$ cat src/hw/rtl/lzx_pkg.sv
// Package for the LZ77 token expander: payload structs, token and queue types,
// state enums and fixed widths. It depends on nothing else.
package lzx_pkg;

    // Fixed field widths of the two channels.
    localparam int LIT_W       = 8;
    localparam int LEN_W       = 9;
    localparam int OFF_W       = 16;
    localparam int GROUP_BYTES = 8;
    localparam int LANE_W      = $clog2(GROUP_BYTES);
    localparam int OUT_W       = 8 * GROUP_BYTES;
    localparam int CNT_W       = 4;

    // Token queue between the front and back parts.
    localparam int Q_DEPTH = 2;
    localparam int Q_IDX_W = $clog2(Q_DEPTH);
    localparam int Q_CNT_W = $clog2(Q_DEPTH + 1);

    // One input item.
    typedef struct packed {
        logic [LIT_W-1:0] literal_byte;
        logic [LEN_W-1:0] match_length;
        logic [OFF_W-1:0] match_offset;
    } t_in_item;

    // One result item.
    typedef struct packed {
        logic [OUT_W-1:0] out_bytes;
        logic [CNT_W-1:0] byte_count;
        logic             last_of_token;
    } t_out_item;

    typedef enum logic {
        TK_LITERAL = 1'b0,
        TK_COPY    = 1'b1
    } t_tok_kind;

    // A classified token with its distance already reduced into the history.
    typedef struct packed {
        t_tok_kind        kind;
        logic [LIT_W-1:0] literal_byte;
        logic [LEN_W-1:0] length;
        logic [OFF_W-1:0] distance;
    } t_token;

    // Queue status seen by both neighbors.
    typedef struct packed {
        logic empty;
        logic full;
    } t_q_flags;

    typedef enum logic [1:0] {
        FR_IDLE,
        FR_REDUCE,
        FR_PUSH
    } t_fr_state;

    typedef enum logic {
        BK_IDLE,
        BK_ISSUE
    } t_bk_state;

endpackage

$ cat src/hw/rtl/lzx_queue.sv
// Two-entry token queue between the front and back parts of the expander.
// Depends on lzx_pkg for the token and status types.
module lzx_queue import lzx_pkg::*; (
    input  logic     i_clk,
    input  logic     i_rst_n,
    input  logic     i_push,
    input  t_token   i_tok,
    input  logic     i_pop,
    output t_token   o_head,
    output t_q_flags o_flags
);

    t_token              r_mem [Q_DEPTH];
    logic [Q_IDX_W-1:0]  r_wr, r_rd;
    logic [Q_CNT_W-1:0]  r_cnt;

    // Pointers and fill count.
    always_ff @(posedge i_clk) begin
        if (!i_rst_n) begin
            r_wr  <= '0;
            r_rd  <= '0;
            r_cnt <= '0;
        end else begin
            if (i_push) begin
                r_wr <= r_wr + Q_IDX_W'(1);
            end
            if (i_pop) begin
                r_rd <= r_rd + Q_IDX_W'(1);
            end
            r_cnt <= r_cnt + Q_CNT_W'(i_push) - Q_CNT_W'(i_pop);
        end
    end

    // Entry storage.
    always_ff @(posedge i_clk) begin
        if (i_push) begin
            r_mem[r_wr] <= i_tok;
        end
    end

    assign o_head        = r_mem[r_rd];
    assign o_flags.empty = (r_cnt == '0);
    assign o_flags.full  = (r_cnt == Q_CNT_W'(Q_DEPTH));

endmodule

$ cat config.mk
export PLATFORM = sky130hd
export DESIGN_NAME = lzx_queue
export DESIGN_NICKNAME = d
export VERILOG_FILES = /design/src/hw/rtl/lzx_pkg.sv /design/src/hw/rtl/lzx_queue.sv
export SDC_FILE = /design/constraint.sdc
export NUM_CORES = 1
export LEC_CHECK = 0
export BUFFER_PORTS_ARGS = -buffer_cell sky130_fd_sc_hd__buf_4
export CELL_PAD_IN_SITES_DETAIL_PLACEMENT = 0
export CELL_PAD_IN_SITES_GLOBAL_PLACEMENT = 1
export CORE_MARGIN = 1.5
export CORE_UTILIZATION = 30
export CTS_CLUSTER_SIZE = 28
export DETAILED_ROUTE_END_ITERATION = 10
export PLACE_DENSITY = 0.68
export SYNTH_ARGS = -nofsm -noshare
export SYNTH_HDL_FRONTEND = slang
export SYNTH_SLANG_ARGS = --single-unit
$ cat constraint.sdc
create_clock -name i_clk -period 3.38 [get_ports i_clk]
set_clock_uncertainty 0.2 [all_clocks]
set_input_delay 0 -clock i_clk [delete_from_list [all_inputs] [get_ports i_clk]]
set_output_delay 0 -clock i_clk [all_outputs]
set_load 0.005 [all_outputs]
* Yosys cells after proc, flatten, opt, wreduce, memory -nomap -nowiden
Memory sizes are Yosys's and may differ from the RTL's. A register that Yosys moved wholly into a read port is not among the register bits. Index checks and enable logic that the tools add are counted.
Storage, ports and cells: memories 1, input bits 38, output and inout port bits 36, flip-flop bits (word level) 4, bits in writable memories 68, word-level logic and storage cells 14
Cells by class: equal/unequal tests 1, reductions and logical operators 1, multiplexer cells 4, $add $sub $neg 4
Memories:
- r_mem | depth 2, bits a word 34, read ports 1, clocked after memory_dff 1, wr ports 1, RTL line lzx_queue.sv:13 | t_token r_mem [Q_DEPTH];
Operators with widths (count):
- $mux W1 | 4
- $add A1 B1 Y1 const B | 2
- $add A2 B1 Y2 | 1
- $eq A2 B2 Y1 const B | 1
- $logic_not A2 Y1 | 1
- $sub A2 B1 Y2 | 1

* Logic depth before layout (Yosys ltp)
depth in word-level cells 3, gate-level depth with buffers 6

* Worst setup path before layout
No wires, ideal clock.
kind register to register, from register r_wr, to memory r_mem[0][0] (netlist bit), enable pin, period minus slack after synthesis 2494 ps, library setup time 430 ps, arrival time 1864 ps, cell stages (with the launch flop) 2, path slack 886 ps, path through dfxtp_1 nor2b_1
RTL lines:
- start: declaration | RTL line lzx_queue.sv:14 | logic [Q_IDX_W-1:0] r_wr, r_rd;
- start signal: assignment | RTL line lzx_queue.sv:25 | r_wr <= r_wr + Q_IDX_W'(1);
- end: declaration | RTL line lzx_queue.sv:13
Straight into the memory's write port.

==> impl_metrics.xml <==
<?xml version="1.0" encoding="UTF-8"?>
<metrics>
  <group name="sta">
    <metric name="timing_worst_slew_pin_value" unit="ns">1.055</metric>
    <metric name="timing.final.crit_share" unit="%">66.08</metric>
    <metric name="slew_headroom" unit="%">29.53</metric>
    <metric name="clock.fmax" unit="GHz">0.4477</metric>
    <metric name="rsz_0062_raised_after_global_routing" unit="">false</metric>
    <metric name="report.final.setup_viol" unit="">0</metric>
    <metric name="final-hold-violation-count" unit="">0</metric>
    <metric name="worst_hold_slack" unit="ns">0.1985</metric>
    <metric name="timing.final.ws_setup" unit="ns">1.146</metric>
    <metric name="slew_violations" unit="">0</metric>
    <metric name="final_sum_of_negative_setup_slack" unit="ns">0</metric>
    <metric name="period_minus_slack" unit="ns">2.234</metric>
  </group>
  <group name="finish">
    <metric name="post_layout_nonfiller_instances" unit="">363</metric>
    <metric name="final_core_util" unit="%">43.67</metric>
    <metric name="nNetsFinal" unit="">287</metric>
    <metric name="n_antenna_cell" unit="">0</metric>
    <metric name="mostFrequentLayoutCells" unit="">buf_4, edfxtp_1, dlygate4sd3_1, mux2_4, clkbuf_8</metric>
    <metric name="area_growth_synth_to_finish" unit="%">41.72</metric>
    <metric name="post_route_cells_drive_above_1_share" unit="%">49.60</metric>
    <metric name="design_area_final" unit="mm²">0.004016</metric>
    <metric name="layout.cells.most_common" unit="">buf_4</metric>
  </group>
  <group name="clock_tree">
    <metric name="post-cts-setup-buffer-count" unit="">0</metric>
    <metric name="clk-insertion-delay-late" unit="ns">0.33</metric>
    <metric name="tritoncts" unit="">yes</metric>
    <metric name="cts_max_level" unit="">3</metric>
    <metric name="tritoncts_buffer_count" unit="">9</metric>
    <metric name="clock_sink_count" unit="">73</metric>
    <metric name="cts_root_cell" unit="">clkbuf_8</metric>
    <metric name="clock_pin_transition_on_the_worst_setup_and_hold_timing_paths" unit="ns">0.07</metric>
    <metric name="max-clock-path-buffers" unit="">2</metric>
  </group>
  <group name="route">
    <metric name="vias_per_cell" unit="">4.212</metric>
    <metric name="detail_route.wirelength" unit="µm">5166</metric>
    <metric name="routedWlPerCell" unit="µm">14.23</metric>
    <metric name="via_count" unit="">1529</metric>
    <metric name="detail_route.drc_violations" unit="">0</metric>
    <metric name="detail_route.first_pass.iterations" unit="">4</metric>
    <metric name="route.antenna.remaining_nets" unit="">0</metric>
    <metric name="detail_route.iter0.violations" unit="">18</metric>
  </group>
  <group name="setup_path">
    <metric name="cp-end-kind" unit="">output port</metric>
    <metric name="critical_path_required" unit="ns">3.18</metric>
    <metric name="regToRegStartpoint" unit="">r_wr$_SDFFE_PN0P_</metric>
    <metric name="critPathArrivalTime" unit="ns">2.03</metric>
    <metric name="rrSetupSlack" unit="ns">1.20</metric>
    <metric name="crit-reg2reg-capture" unit="">r_wr$_SDFFE_PN0P_</metric>
    <metric name="timing.reg2reg.worst_path_depth" unit="">3</metric>
    <metric name="path_class" unit="">register to output port</metric>
    <metric name="setup.worst_path.start_class" unit="">register</metric>
    <metric name="maximum_net_fanout_on_the_critical_path" unit="">25</metric>
  </group>
  <group name="global_routing">
    <metric name="grt_max_degree" unit="">36</metric>
    <metric name="grt_pass1_wl" unit="µm">7610</metric>
    <metric name="grt_antenna_before_repair" unit="">0</metric>
    <metric name="overflow" unit="">0</metric>
    <metric name="grt.total_usage" unit="%">10.43</metric>
    <metric name="first_global_vias" unit="">1570</metric>
  </group>
  <group name="yosys">
    <metric name="avgSynthCellArea" unit="µm²">22.31</metric>
    <metric name="synth.yosys.seq_area_share" unit="%">75.58</metric>
    <metric name="synth_seq_cells" unit="">73</metric>
    <metric name="synth_nets" unit="">167</metric>
    <metric name="synthesized_cell_area" unit="mm²">0.002834</metric>
    <metric name="netlist_instances" unit="">127</metric>
    <metric name="synth-warning-count" unit="">0</metric>
    <metric name="netlist-cell-type-count" unit="">14</metric>
  </group>
  <group name="power_and_ir_drop">
    <metric name="p_per_area" unit="mW/mm²">481.2</metric>
    <metric name="design_power_total" unit="mW">1.933</metric>
    <metric name="power.switching_fraction" unit="%">22.24</metric>
    <metric name="seq_power_share" unit="%">55.7</metric>
    <metric name="vdd_ir_drop_max" unit="mV">0.1555</metric>
    <metric name="power_switching" unit="mW">0.4298</metric>
    <metric name="p_leak" unit="nW">1.596</metric>
    <metric name="comb_power_share" unit="%">15.0</metric>
    <metric name="p_int" unit="mW">1.503</metric>
    <metric name="clock_power_share" unit="%">29.3</metric>
  </group>
  <group name="place">
    <metric name="post_dp_cell_area" unit="mm²">0.003473</metric>
    <metric name="routabilityCongestion" unit="">0.7092</metric>
    <metric name="post-place-ws" unit="ns">1.459</metric>
    <metric name="dp_cells" unit="">309</metric>
    <metric name="dp.final_hpwl" unit="µm">3120</metric>
    <metric name="io_buffer_count" unit="">73</metric>
  </group>
  <group name="die">
    <metric name="die_width" unit="µm">100.2</metric>
    <metric name="core_region_area" unit="mm²">0.009196</metric>
    <metric name="initial_utilization" unit="%">30.82</metric>
    <metric name="top_level_ports" unit="">74</metric>
    <metric name="floorplan.die.height" unit="µm">100.2</metric>
    <metric name="die_area" unit="mm²">0.01004</metric>
    <metric name="rows" unit="">35</metric>
  </group>
  <group name="hold_path">
    <metric name="worst_hold_path.endpoint" unit="">r_mem[1][21]$_DFFE_PP_</metric>
    <metric name="hold_class" unit="">primary input to register</metric>
    <metric name="cell_count_of_the_worst_hold_path" unit="">2</metric>
    <metric name="start_point_of_the_worst_hold_path" unit="">i_tok[21]</metric>
  </group>
  <group name="job">
    <metric name="maximum_capacitance_violations" unit="">0</metric>
  </group>
  <group name="outcome">
    <metric name="outcome" unit="">completed</metric>
  </group>
</metrics>
==> what timing repair did <==
| item | 4_1_cts | 5_1_grt |
|---|---|---|
| endpoints found under the hold margin | 73 | 0 |
| hold buffers | 38 | 0 |
| resized for setup | 0 | 0 |
==> registers in the layout, indices dropped and copies added, names as in the netlist, named ones only <==
name	cells
r_wr	1
r_mem	68
r_rd	1
r_cnt	2
==> worst max-delay path: stages, from the launching register on <==
cell     delay, ns
dfxtp_2       0.88
buf_4         0.36
mux2_4        0.32
buf_4         0.13
==> final cells by class <==
cell class	count	area, µm²
repair buffers	113	943.4
inverters	2	7.507
flip-flops and latches	73	2143
clock inverters	6	35.03
multi-input cells	48	620.6
fillers	836	5180
clock buffers	10	127.6
well taps	111	138.9
==> worst max-delay path by stage <==
stage                 startpoint                     to  cells past startpoint
4_1_cts                 register             o_head[12]                      3
2_1_floorplan  r_wr$_SDFFE_PN0P_  r_mem[0][0]$_DFFE_PP_                      1
5_1_grt        r_wr$_SDFFE_PN0P_      r_wr$_SDFFE_PN0P_                      3
6_report                register             o_head[14]                      3
3_3_place_gp            register              o_head[9]                      3
3_5_place_dp            register             o_head[13]                      3
==> cells in the mapped netlist <==
| library cell | instances | area [µm²] |
|---|---|---|
| buf_6 | 1 | 11.26 |
| xor2_1 | 1 | 8.760 |
| and2_1 | 4 | 25.02 |
| nor2_1 | 1 | 3.750 |
| xnor3_1 | 1 | 22.52 |
| o21a_1 | 1 | 7.510 |
| buf_12 | 3 | 60.06 |
| nor2b_1 | 4 | 25.02 |
| mux2_4 | 30 | 450.4 |
| mux2_2 | 4 | 45.04 |
| edfxtp_1 | 68 | 2042 |
| ha_1 | 2 | 25.02 |
| inv_1 | 2 | 7.510 |
| dfxtp_1 | 5 | 100.1 |
==> routing by layer <==
metal | wire length, µm | share of wire, % | GRT usage (%)
met1 | 2184 | 42 | 11.31
met2 | 2607 | 50 | 18.16
met3 | 303 | 5.9 | 3.969
met4 | 72 | 1.4 | 4.550
met5 | 0 | 0 | 0
==> power groups by stage <==
stage | registers (mW) | clock network, mW | logic, mW
after floorplan | 1.08 | 0 | 0.155
after global placement | 1.10 | 0 | 0.252
after detailed placement | 1.10 | 0 | 0.257
after CTS | 1.08 | 0.592 | 0.294
after global routing | 1.08 | 0.627 | 0.312
final | 1.08 | 0.566 | 0.290
==> logic make-up after synthesis <==
family,after synthesis,share of synthesized area (%)
simple gates,9,1.898
fa+ha+maj,2,0.8829
mux,34,17.48
compound gates,1,0.2650
buf+inv,6,2.782
flops,73,75.59
xor+xnor,2,1.104
Note: power is estimated with default switching activity, not from simulation.
