File: src/hw/rtl/lzx_pkg.sv
// Package for the LZ77 token expander: payload structs, token and queue types,
// state enums and fixed widths. It depends on nothing else.
package lzx_pkg;

    // Fixed field widths of the two channels.
    localparam int LIT_W       = 8;
    localparam int LEN_W       = 9;
    localparam int OFF_W       = 16;
    localparam int GROUP_BYTES = 8;
    localparam int LANE_W      = $clog2(GROUP_BYTES);
    localparam int OUT_W       = 8 * GROUP_BYTES;
    localparam int CNT_W       = 4;

    // Token queue between the front and back parts.
    localparam int Q_DEPTH = 2;
    localparam int Q_IDX_W = $clog2(Q_DEPTH);
    localparam int Q_CNT_W = $clog2(Q_DEPTH + 1);

    // One input item.
    typedef struct packed {
        logic [LIT_W-1:0] literal_byte;
        logic [LEN_W-1:0] match_length;
        logic [OFF_W-1:0] match_offset;
    } t_in_item;

    // One result item.
    typedef struct packed {
        logic [OUT_W-1:0] out_bytes;
        logic [CNT_W-1:0] byte_count;
        logic             last_of_token;
    } t_out_item;

    typedef enum logic {
        TK_LITERAL = 1'b0,
        TK_COPY    = 1'b1
    } t_tok_kind;

    // A classified token with its distance already reduced into the history.
    typedef struct packed {
        t_tok_kind        kind;
        logic [LIT_W-1:0] literal_byte;
        logic [LEN_W-1:0] length;
        logic [OFF_W-1:0] distance;
    } t_token;

    // Queue status seen by both neighbors.
    typedef struct packed {
        logic empty;
        logic full;
    } t_q_flags;

    typedef enum logic [1:0] {
        FR_IDLE,
        FR_REDUCE,
        FR_PUSH
    } t_fr_state;

    typedef enum logic {
        BK_IDLE,
        BK_ISSUE
    } t_bk_state;

endpackage

File: src/hw/rtl/lzx_front.sv
// Front part of the LZ77 token expander: accepts tokens, classifies them and
// reduces the offset modulo the history size. Depends on lzx_pkg.
module lzx_front import lzx_pkg::*; #(
    parameter int HIST_SIZE = 65536
) (
    input  logic     i_clk,
    input  logic     i_rst_n,
    input  logic     i_in_valid,
    input  t_in_item i_in_data,
    output logic     o_in_ready,
    input  t_q_flags i_q,
    output logic     o_push,
    output t_token   o_tok
);

    // Restoring reduction: one conditional subtract of a shifted history size per cycle.
    localparam int HA         = $clog2(HIST_SIZE);
    localparam int NSTEP      = 17 - HA;
    localparam int SW         = $clog2(NSTEP + 1);
    localparam int DW         = OFF_W + 1;
    localparam logic [DW-1:0] DIV_START = DW'(HIST_SIZE * (2 ** (NSTEP - 1)));

    t_fr_state         r_state, n_state;
    logic [OFF_W-1:0]  r_off, n_off;
    logic [DW-1:0]     r_div, n_div;
    logic [SW-1:0]     r_step, n_step;
    t_token            r_tok, n_tok;

    logic in_take;
    logic in_copy;
    logic in_literal;

    assign in_take    = i_in_valid && o_in_ready;
    assign in_literal = (i_in_data.match_length == '0) && (i_in_data.match_offset == '0);
    assign in_copy    = (i_in_data.match_length != '0);

    // State register and token registers.
    always_ff @(posedge i_clk) begin
        if (!i_rst_n) begin
            r_state <= FR_IDLE;
        end else begin
            r_state <= n_state;
        end
        r_off  <= n_off;
        r_div  <= n_div;
        r_step <= n_step;
        r_tok  <= n_tok;
    end

    // Next state, reduction step and queue push.
    always_comb begin
        n_state        = r_state;
        n_off          = r_off;
        n_div          = r_div;
        n_step         = r_step;
        n_tok          = r_tok;
        o_in_ready     = 1'b0;
        o_push         = 1'b0;
        o_tok          = r_tok;
        o_tok.distance = r_off;
        unique case (r_state)
            FR_IDLE: begin
                o_in_ready = 1'b1;
                if (in_take) begin
                    n_tok.literal_byte = i_in_data.literal_byte;
                    n_tok.length       = i_in_data.match_length;
                    priority if (in_literal) begin
                        n_tok.kind = TK_LITERAL;
                        n_off      = '0;
                        n_state    = FR_PUSH;
                    end else if (in_copy) begin
                        n_tok.kind = TK_COPY;
                        n_off      = i_in_data.match_offset;
                        n_div      = DIV_START;
                        n_step     = SW'(NSTEP);
                        n_state    = FR_REDUCE;
                    end else begin
                        // An empty match produces nothing and is dropped here.
                        n_state = FR_IDLE;
                    end
                end
            end
            FR_REDUCE: begin
                if ({1'b0, r_off} >= r_div) begin
                    n_off = OFF_W'({1'b0, r_off} - r_div);
                end
                n_div  = r_div >> 1;
                n_step = r_step - SW'(1);
                if (r_step == SW'(1)) begin
                    n_state = FR_PUSH;
                end
            end
            FR_PUSH: begin
                o_push = !i_q.full;
                if (!i_q.full) begin
                    n_state = FR_IDLE;
                end
            end
            default: begin
                n_state = FR_IDLE;
            end
        endcase
    end

    // A pushed copy always carries a distance inside the history.
    a_dist_in_range: assert property (@(posedge i_clk) disable iff (!i_rst_n)
        (o_push && (r_tok.kind == TK_COPY)) |-> ({1'b0, r_off} < DW'(HIST_SIZE)))
        else $error("front pushed an unreduced distance");

    // The queue is never written while full.
    a_no_push_full: assert property (@(posedge i_clk) disable iff (!i_rst_n)
        o_push |-> !i_q.full)
        else $error("front pushed into a full queue");

    // An accepted empty match leaves the front idle.
    a_empty_dropped: assert property (@(posedge i_clk) disable iff (!i_rst_n)
        (in_take && !in_literal && !in_copy) |=> (r_state == FR_IDLE))
        else $error("empty match was not dropped");

endmodule

File: config.mk
export PLATFORM = sky130hd
export DESIGN_NAME = lzx_front
export DESIGN_NICKNAME = d
export VERILOG_FILES = /design/src/hw/rtl/lzx_pkg.sv /design/src/hw/rtl/lzx_front.sv
export SDC_FILE = /design/constraint.sdc
export NUM_CORES = 1
export LEC_CHECK = 0
export BUFFER_PORTS_ARGS = -buffer_cell sky130_fd_sc_hd__buf_2
export CAP_MARGIN = 20
export CORE_ASPECT_RATIO = 1.75
export CORE_UTILIZATION = 35
export CTS_BUF_LIST = sky130_fd_sc_hd__clkbuf_8
export DETAILED_ROUTE_END_ITERATION = 16
export PLACE_DENSITY = 0.57
export SYNTH_ARGS = -nofsm -noshare
export SYNTH_HDL_FRONTEND = slang
export SYNTH_SLANG_ARGS = --single-unit
File: constraint.sdc
create_clock -name i_clk -period 6.5 [get_ports i_clk]
set_input_delay 0.975 -clock i_clk [delete_from_list [all_inputs] [get_ports i_clk]]
set_output_delay 0.975 -clock i_clk [all_outputs]
set_load 0.05 [all_outputs]
[Word level (Yosys, flattened, before mapping)]
Cells that the tools add are included.
Storage, ports and cells
  flip-flop bits (word level): 54
  input bits: 38
  word-level logic and storage cells: 54
  output and inout port bits: 36
Cells by class
  reduce and logical (&&, ||, !) cells: 14
  eq/ne operators: 9
  add/subtract/negate cells: 2
  magnitude comparators: 1
  multiplexer cells: 21
Operators by type and width (count)
  $mux W16: 4
  $mux W17: 3
  $pmux W17 S2: 1
  $pmux W16 S2: 1
  $ge A16 B17 Y1: 1
  $logic_not A16 Y1: 1
  $sub A16 B16 Y16: 1
  $ne A2 B2 Y1 const B: 6
  $logic_not A9 Y1: 1
  $reduce_bool A9 Y1: 1
  $mux W2: 4
  $reduce_and A4 Y1: 2
  $mux W1: 6
  $pmux W2 S3: 1
  $reduce_and A3 Y1: 2
  $reduce_bool A2 Y1: 2
  $ne A3 B3 Y1 const B: 1
  $eq A2 B1 Y1 const B: 1
  $eq A2 B2 Y1 const B: 1
  $logic_and A1 B1 Y1: 2
  $logic_not A2 Y1: 1
  $pmux W1 S2: 1
  $reduce_and A2 Y1: 1
  $logic_not A1 Y1: 1
  $sub A1 B1 Y1 const B: 1

[Logic depth before layout (Yosys ltp)]
Gate-level depths: netlist of the first run.
  depth in word-level cells: 5
  gate-level depth with buffers: 9
  depth with buffers taken out: 9

[Least setup slack after synthesis of the first run]
OpenSTA, ideal clock, no wires.
  path type: input to output
  start point: input port i_q[0] (netlist name)
  end point: output port o_push
  required time: 5.525 ns
  stages: 1
  data arrival time: 2.119 ns
  path slack: 3.406 ns
  path buffers: 0
  path through: nor3b_1
Between the ends
  word-level cells in the longest chain between the ends: 2
RTL lines
  from (decl): RTL line lzx_front.sv:11  | input t_q_flags i_q,
  $logic_not A1 Y1
  $mux W1: RTL line lzx_front.sv:61  | unique case (r_state)
  to (decl): RTL line lzx_front.sv:12  | output logic o_push,
Every way passes these cells.

[Final worst setup path of the first run]
  start point: input port i_in_data[0] (netlist name)
  end point: register r_off[13], enable pin
Between the ends
  word-level cells in the longest chain between the ends: 4
RTL lines
  from (decl): RTL line lzx_front.sv:9  | input t_in_item i_in_data,
  $logic_not A16 Y1: RTL line lzx_front.sv:34  | assign in_literal = (i_in_data.match_length == '0) && (i_in_data.match_offset == '0);
  $logic_and A1 B1 Y1: RTL line lzx_front.sv:34
  $ne A3 B3 Y1 (no source line)
  $reduce_and A4 Y1 (no source line)
  to (signal assigned): RTL line lzx_front.sv:44  | r_off <= n_off;
  to (decl): RTL line lzx_front.sv:24  | logic [OFF_W-1:0] r_off, n_off;
Every way passes these cells.
A chain may end at the register's enable or synchronous reset.

==> reports/qor.txt, run 1 <==
P_sw: 0.000346 W
Clk pin slew, worst setup/hold paths: 0.11 ns
Die ar.: 0.00850 mm²
Post-Syn Instances: 250
Setup violations, final: 0
crit share post-route: 46.2%
final wirelength: 6460 µm
Total GRT Usage: 16.3%
synth warn: 0
layout cell share with drive strength beyond 1: 27.8%
CTS resizes: 0
leak pwr: 1.42 nW
clock sinks: 54
nets: 381
fraction of registers with async set/reset: 0%
Yosys cell types: 48
sequential share of power: 45.6%
slowest CP cell: a221o_1
setup bufs post-CTS: 0
Final Slew Violations: 0
I/O Buffers: 72
status: complete, no violations
Initial DRC Count: 118
hold_sp: r_step$_SDFFCE_PN1P_
pwr/cell area: 279 mW/mm²
CTS tree: built
H-tree depth: 2
fillcell total: 783
number of global-route vias before repair: 2171
num rows: 43
first drt pass iteration count: 4
Final min period: 3.01 ns
Hold Crit Class: reg -> reg
initial core utilization: 35.9%
clock latency at the later pin of the worst-skew pair: 0.33 ns
reg-to-reg slack, setup: 3.68 ns
Routed WL per cell: 15.5 µm
Synth-to-Final Area Change: 19.9%
Critical Path Sink Type: flop
DRC violations left: 0
FF+latch count, synth: 54
register area share after synthesis: 56.4%
switching share of power: 36.3%
crit-path cells: buf_2 > nor4_1 > nand4_1 > a21oi_1 > a221o_1
Antenna Cells: 0
fin cells: 417
Comb pwr share: 32.4%
worst stage delay on the critical path: 0.75 ns
CP Data Required Time: 6.46 ns
syn nets: 305
Clock Skew: 0.0104 ns
Reg2Reg Depth: 6
gr ovfl total: 0
RSZ-0062 raised after global routing: false
Synth area leader: edfxtp_1
most frequent cell after synthesis: edfxtp_1
hold depth: 1
Die Y: 121 µm
Worst Hold Endpoint: r_step$_SDFFCE_PN1P_
synth cell count leaders: edfxtp_1, nor2_1, inv_1, nand2_1
initial antenna violation count: 0
Clk pwr share: 21.9%
fmax: 333 MHz
Max-Slew Margin vs Limit: 42.8%
Top Ports: 74
average cell area after synthesis: 11.4 µm²
Core ar.: 0.00791 mm²
Crit Path Max Fanout: 16
share of the synthesized area in the top cell type: 55.0%
largest net degree at the start of global routing: 38
Max-cap violations: 0
Placed Cells: 409
synth top area cells: edfxtp_1, ha_1, nor2_1
Post-synth EDFFs: 52
Bufs on Longest Clock Path: 2
via count: 2198
RD Place Congestion: 0.809
final hold violation count: 0
RR Endpoint: r_off[13]$_DFFE_PP_
Root Buffer: clkbuf_8
Reg-to-Reg Start: r_off[1]$_DFFE_PP_
Post-CTS Hold Fix Bufs: 0
Int Pwr: 0.000607 W
first-pass GRT wire length: 10600 µm
Crit Path Class: in -> reg
Post-Syn Area: 0.00284 mm²
Post-synth top flop: edfxtp_1
TritonCTS Buffers: 5
Peak supply drop: 0.000125 V
startpoint class of the critical path: input pin
die width: 70.1 µm
CP arrival: 2.96 ns
worst-margin pin slew: 0.857 ns
post-DP HPWL: 4960 µm
setup TNS: 0 ns
DRT antenna net count: 0
vias per cell: 5.27
[cells in the final DEF (no fill, tap or decap), types with 6 or more instances in the layout]
cell,instances
nand2_1,17
ha_1,16
o21ai_0,16
inv_1,23
a21oi_1,6
nor3_1,7
nor2_1,31
buf_2,72
nor4_1,6
edfxtp_1,52
[kinds of logic (layout without fill, tap and decap cells)]
kind of cell	after synthesis	after routing	synth area share [%]
AO/OA/AOI/OAI	59	59	15.1
XOR/XNOR	9	9	2.77
adder cells (fa/ha/maj)	17	17	7.75
buffers and inverters	28	105	3.70
flip-flops	54	54	56.4
multiplexers	2	2	0.881
AND/OR/NAND/NOR	81	81	13.4
[critical path: cells and delay by family]
kind	cells	cell delay, ns
AO/OA/AOI/OAI	2	1.16
AND/OR/NAND/NOR	2	0.72
buffers and inverters	1	0.10
[metrics by stage]
step                hold WS, ns  util, %  worst slack, ns  cell area [µm²]  total power (W)
finish                    0.586     43.1             3.49             3410         0.000953
global route              0.617     43.1             3.34             3410          0.00101
CTS                       0.592     43.1             3.42             3410         0.000963
detailed placement        0.564     41.9             3.04             3310         0.000753
global placement          0.544     41.9             3.09             3310         0.000750
floorplan                 0.534        -             3.41             2840         0.000676
[routing by layer]
| metal | track usage [%] | share of wire [%] | routed length (µm) |
|---|---|---|---|
| met1 | 18.3 | 41 | 2630 |
| met3 | 2.82 | 4.3 | 276 |
| met5 | 0 | 0 | 0 |
| met2 | 29.1 | 52 | 3330 |
| met4 | 8.63 | 3.5 | 225 |
[sequential cells by signal (all words and copies together) (netlist names)]
name and flops:
o_tok 18, r_div 17, r_off 16, r_state 2, r_step 1
[power groups by stage]
stage                     Sequential (W)  Clock [W]  Combinational (W)
after floorplan                 0.000508          0           0.000168
after global placement          0.000442          0           0.000308
after global routing            0.000439   0.000229           0.000340
after detailed placement        0.000443          0           0.000310
final                           0.000435   0.000209           0.000309
after CTS                       0.000435   0.000216           0.000311
[final cells by class]
| cell class | count | area [µm²] | area share [%] |
|---|---|---|---|
| flip-flops and latches | 54 | 1600 | 47.0 |
| repair buffers | 74 | 375 | 11.0 |
| inverters | 23 | 86.3 | 2.53 |
| multi-input cells | 168 | 1130 | 33.3 |
| well taps | 90 | 113 | 3.30 |
| clock buffers | 5 | 68.8 | 2.02 |
| clock inverters | 3 | 28.8 | 0.844 |
[worst max path at each step]
stage                 startpoint                   to  slack, ns
floorplan                 i_q[0]               o_push       3.41
global placement    i_in_data[0]   r_off[7]$_DFFE_PP_       3.09
detailed placement  i_in_data[0]   r_off[7]$_DFFE_PP_       3.04
CTS                 i_in_data[0]   r_off[1]$_DFFE_PP_       3.42
global route        i_in_data[0]   r_off[2]$_DFFE_PP_       3.34
finish              i_in_data[0]  r_off[13]$_DFFE_PP_       3.49
No activity file was read; power rests on OpenSTA's default activity.
==> run 2, diff against run 1 <==
==> constraint.sdc (replaced) <==
create_clock -name i_clk -period 3.06 [get_ports i_clk]
set_input_delay 0.459 -clock i_clk [delete_from_list [all_inputs] [get_ports i_clk]]
set_output_delay 0.459 -clock i_clk [all_outputs]
set_load 0.05 [all_outputs]
==> reports/qor.txt, run 2 (synthesis gave the netlist of run 1 again) <==
RSZ-0062 raised after global routing: false
num rows: 43
GRT busiest layer: met2
crit share post-route: 91.9%
pre-CTS setup slack: 0.223 ns
Antenna Cells: 0
nets: 383
Critical Path Sink Type: flop
Clk pin slew, worst setup/hold paths: 0.11 ns
startpoint class of the critical path: flop
fmax: 356 MHz
Synth-to-Final Area Change: 20.5%
Bufs on Longest Clock Path: 2
crit-path cells: ha_1 > nor2b_1 > o2111ai_1 > a21oi_2 > o41a_1 > a221o_1
setup TNS: 0 ns
worst-margin pin slew: 0.826 ns
first drt pass iteration count: 4
initial antenna violation count: 0
commonest non-fill, non-tap cell in the layout: buf_2
critical path depth in cells: 6
most frequent cells in the layout: buf_2, edfxtp_1, nor2_1
TritonCTS Buffers: 5
clock latency at the later pin of the worst-skew pair: 0.32 ns
slowest CP cell: a221o_1
Peak supply drop: 0.000293 V
setup bufs post-CTS: 0
Final min period: 2.81 ns
first-pass GRT wire length: 10400 µm
initial core utilization: 35.9%
Die Y: 121 µm
gr ovfl total: 0
via count: 2195
CP arrival: 2.77 ns
final wirelength: 6540 µm
post-DP HPWL: 5020 µm
GRT met3 Usage: 2.99%
Die ar.: 0.00850 mm²
Crit Path Max Fanout: 16
vias per cell: 5.24
largest net degree at the start of global routing: 36
CTS resizes: 0
DRC violations left: 0
I/O Buffers: 72
pwr/cell area: 590 mW/mm²
GR Util met2: 28.9%
Core ar.: 0.00791 mm²
Pwr Total: 0.00202 W
layout cell share with drive strength beyond 1: 28.3%
Max-Slew Margin vs Limit: 44.9%
met1 GRT Util: 18.1%
die width: 70.1 µm
Post-CTS Hold Fix Bufs: 0
leak pwr: 1.43 nW
Routed WL per cell: 15.6 µm
status: complete, no violations
Setup violations, final: 0
Max-cap violations: 0
H-tree depth: 2
RD Place Congestion: 0.795
Root Buffer: clkbuf_8
clock sinks: 54
worst stage delay on the critical path: 0.65 ns
max reg flops: 18
hold depth: 1
Top Ports: 74
Largest delay share family, worst path: compound AO/OA/AOI/OAI gates
CP Data Required Time: 3.02 ns
Final Slew Violations: 0
CP Buf/Inv Count: 0
fin worst setup slack: 0.249 ns
CTS tree: built
number of global-route vias before repair: 2167
Reg2Reg Depth: 6
Hold Crit Class: in -> reg
Total GRT Usage: 15.9%
Crit Path Class: reg -> reg
Initial DRC Count: 73
Clock Skew: 0.00830 ns
final hold violation count: 0
DRT antenna net count: 0
[run 2: cell types whose count changed in the layout (fill, tap and decap cells not counted)]
cell | before | now
buf_4 | 2 | 4
[run 2: power breakdown]
group | internal (W) | switching (W)
Sequential | 0.000897 | 0.0000264
Clock | 0.000172 | 0.000260
Combinational | 0.000223 | 0.000441
[run 2: stage by stage]
| step | hold WS (ns) | instance area (µm²) | util, % | cells |
|---|---|---|---|---|
| 6_report | 0.299 | 3420 | 43.3 | 419 |
| 5_1_grt | 0.282 | 3420 | 43.3 | 419 |
| 4_1_cts | 0.292 | 3420 | 43.3 | 419 |
| 3_5_place_dp | 0.555 | 3330 | 42.1 | 411 |
| 3_3_place_gp | 0.542 | 3330 | 42.1 | 411 |
| 2_1_floorplan | 0.534 | 2840 | - | 250 |
[run 2: final timing paths]
kind | slack [ns] | to | startpoint
max | 0.25 | r_off[8]$_DFFE_PP_ | r_off[1]$_DFFE_PP_
min | 0.30 | o_tok[26]$_DFFE_PP_ | i_in_data[26]
max reg2reg | 0.25 | r_off[8]$_DFFE_PP_ | r_off[1]$_DFFE_PP_
min reg2reg | 0.58 | r_div[14]$_SDFFCE_PN0P_ | r_div[15]$_SDFFCE_PN0P_
[run 2: routing by layer]
metal	vias to the layer above	wire length, µm
met1	1035	2650
met4	0	126
met3	10	310
met2	70	3460
li1	1080	-
met5	-	0
[run 2: final cells by class]
type,count,area (µm²)
clock buffers,5,68.8
clock inverters,3,28.8
fillers,781,4490
inverters,23,86.3
multi-input cells,168,1130
flip-flops and latches,54,1600
well taps,90,113
repair buffers,76,390
[run 2: worst reg2reg max path: stages (launching register included)]
cell       delay (ns)
edfxtp_1         0.44
ha_1             0.33
nor2b_1          0.15
o2111ai_1        0.31
a21oi_2          0.13
o41a_1           0.43
a221o_1          0.65
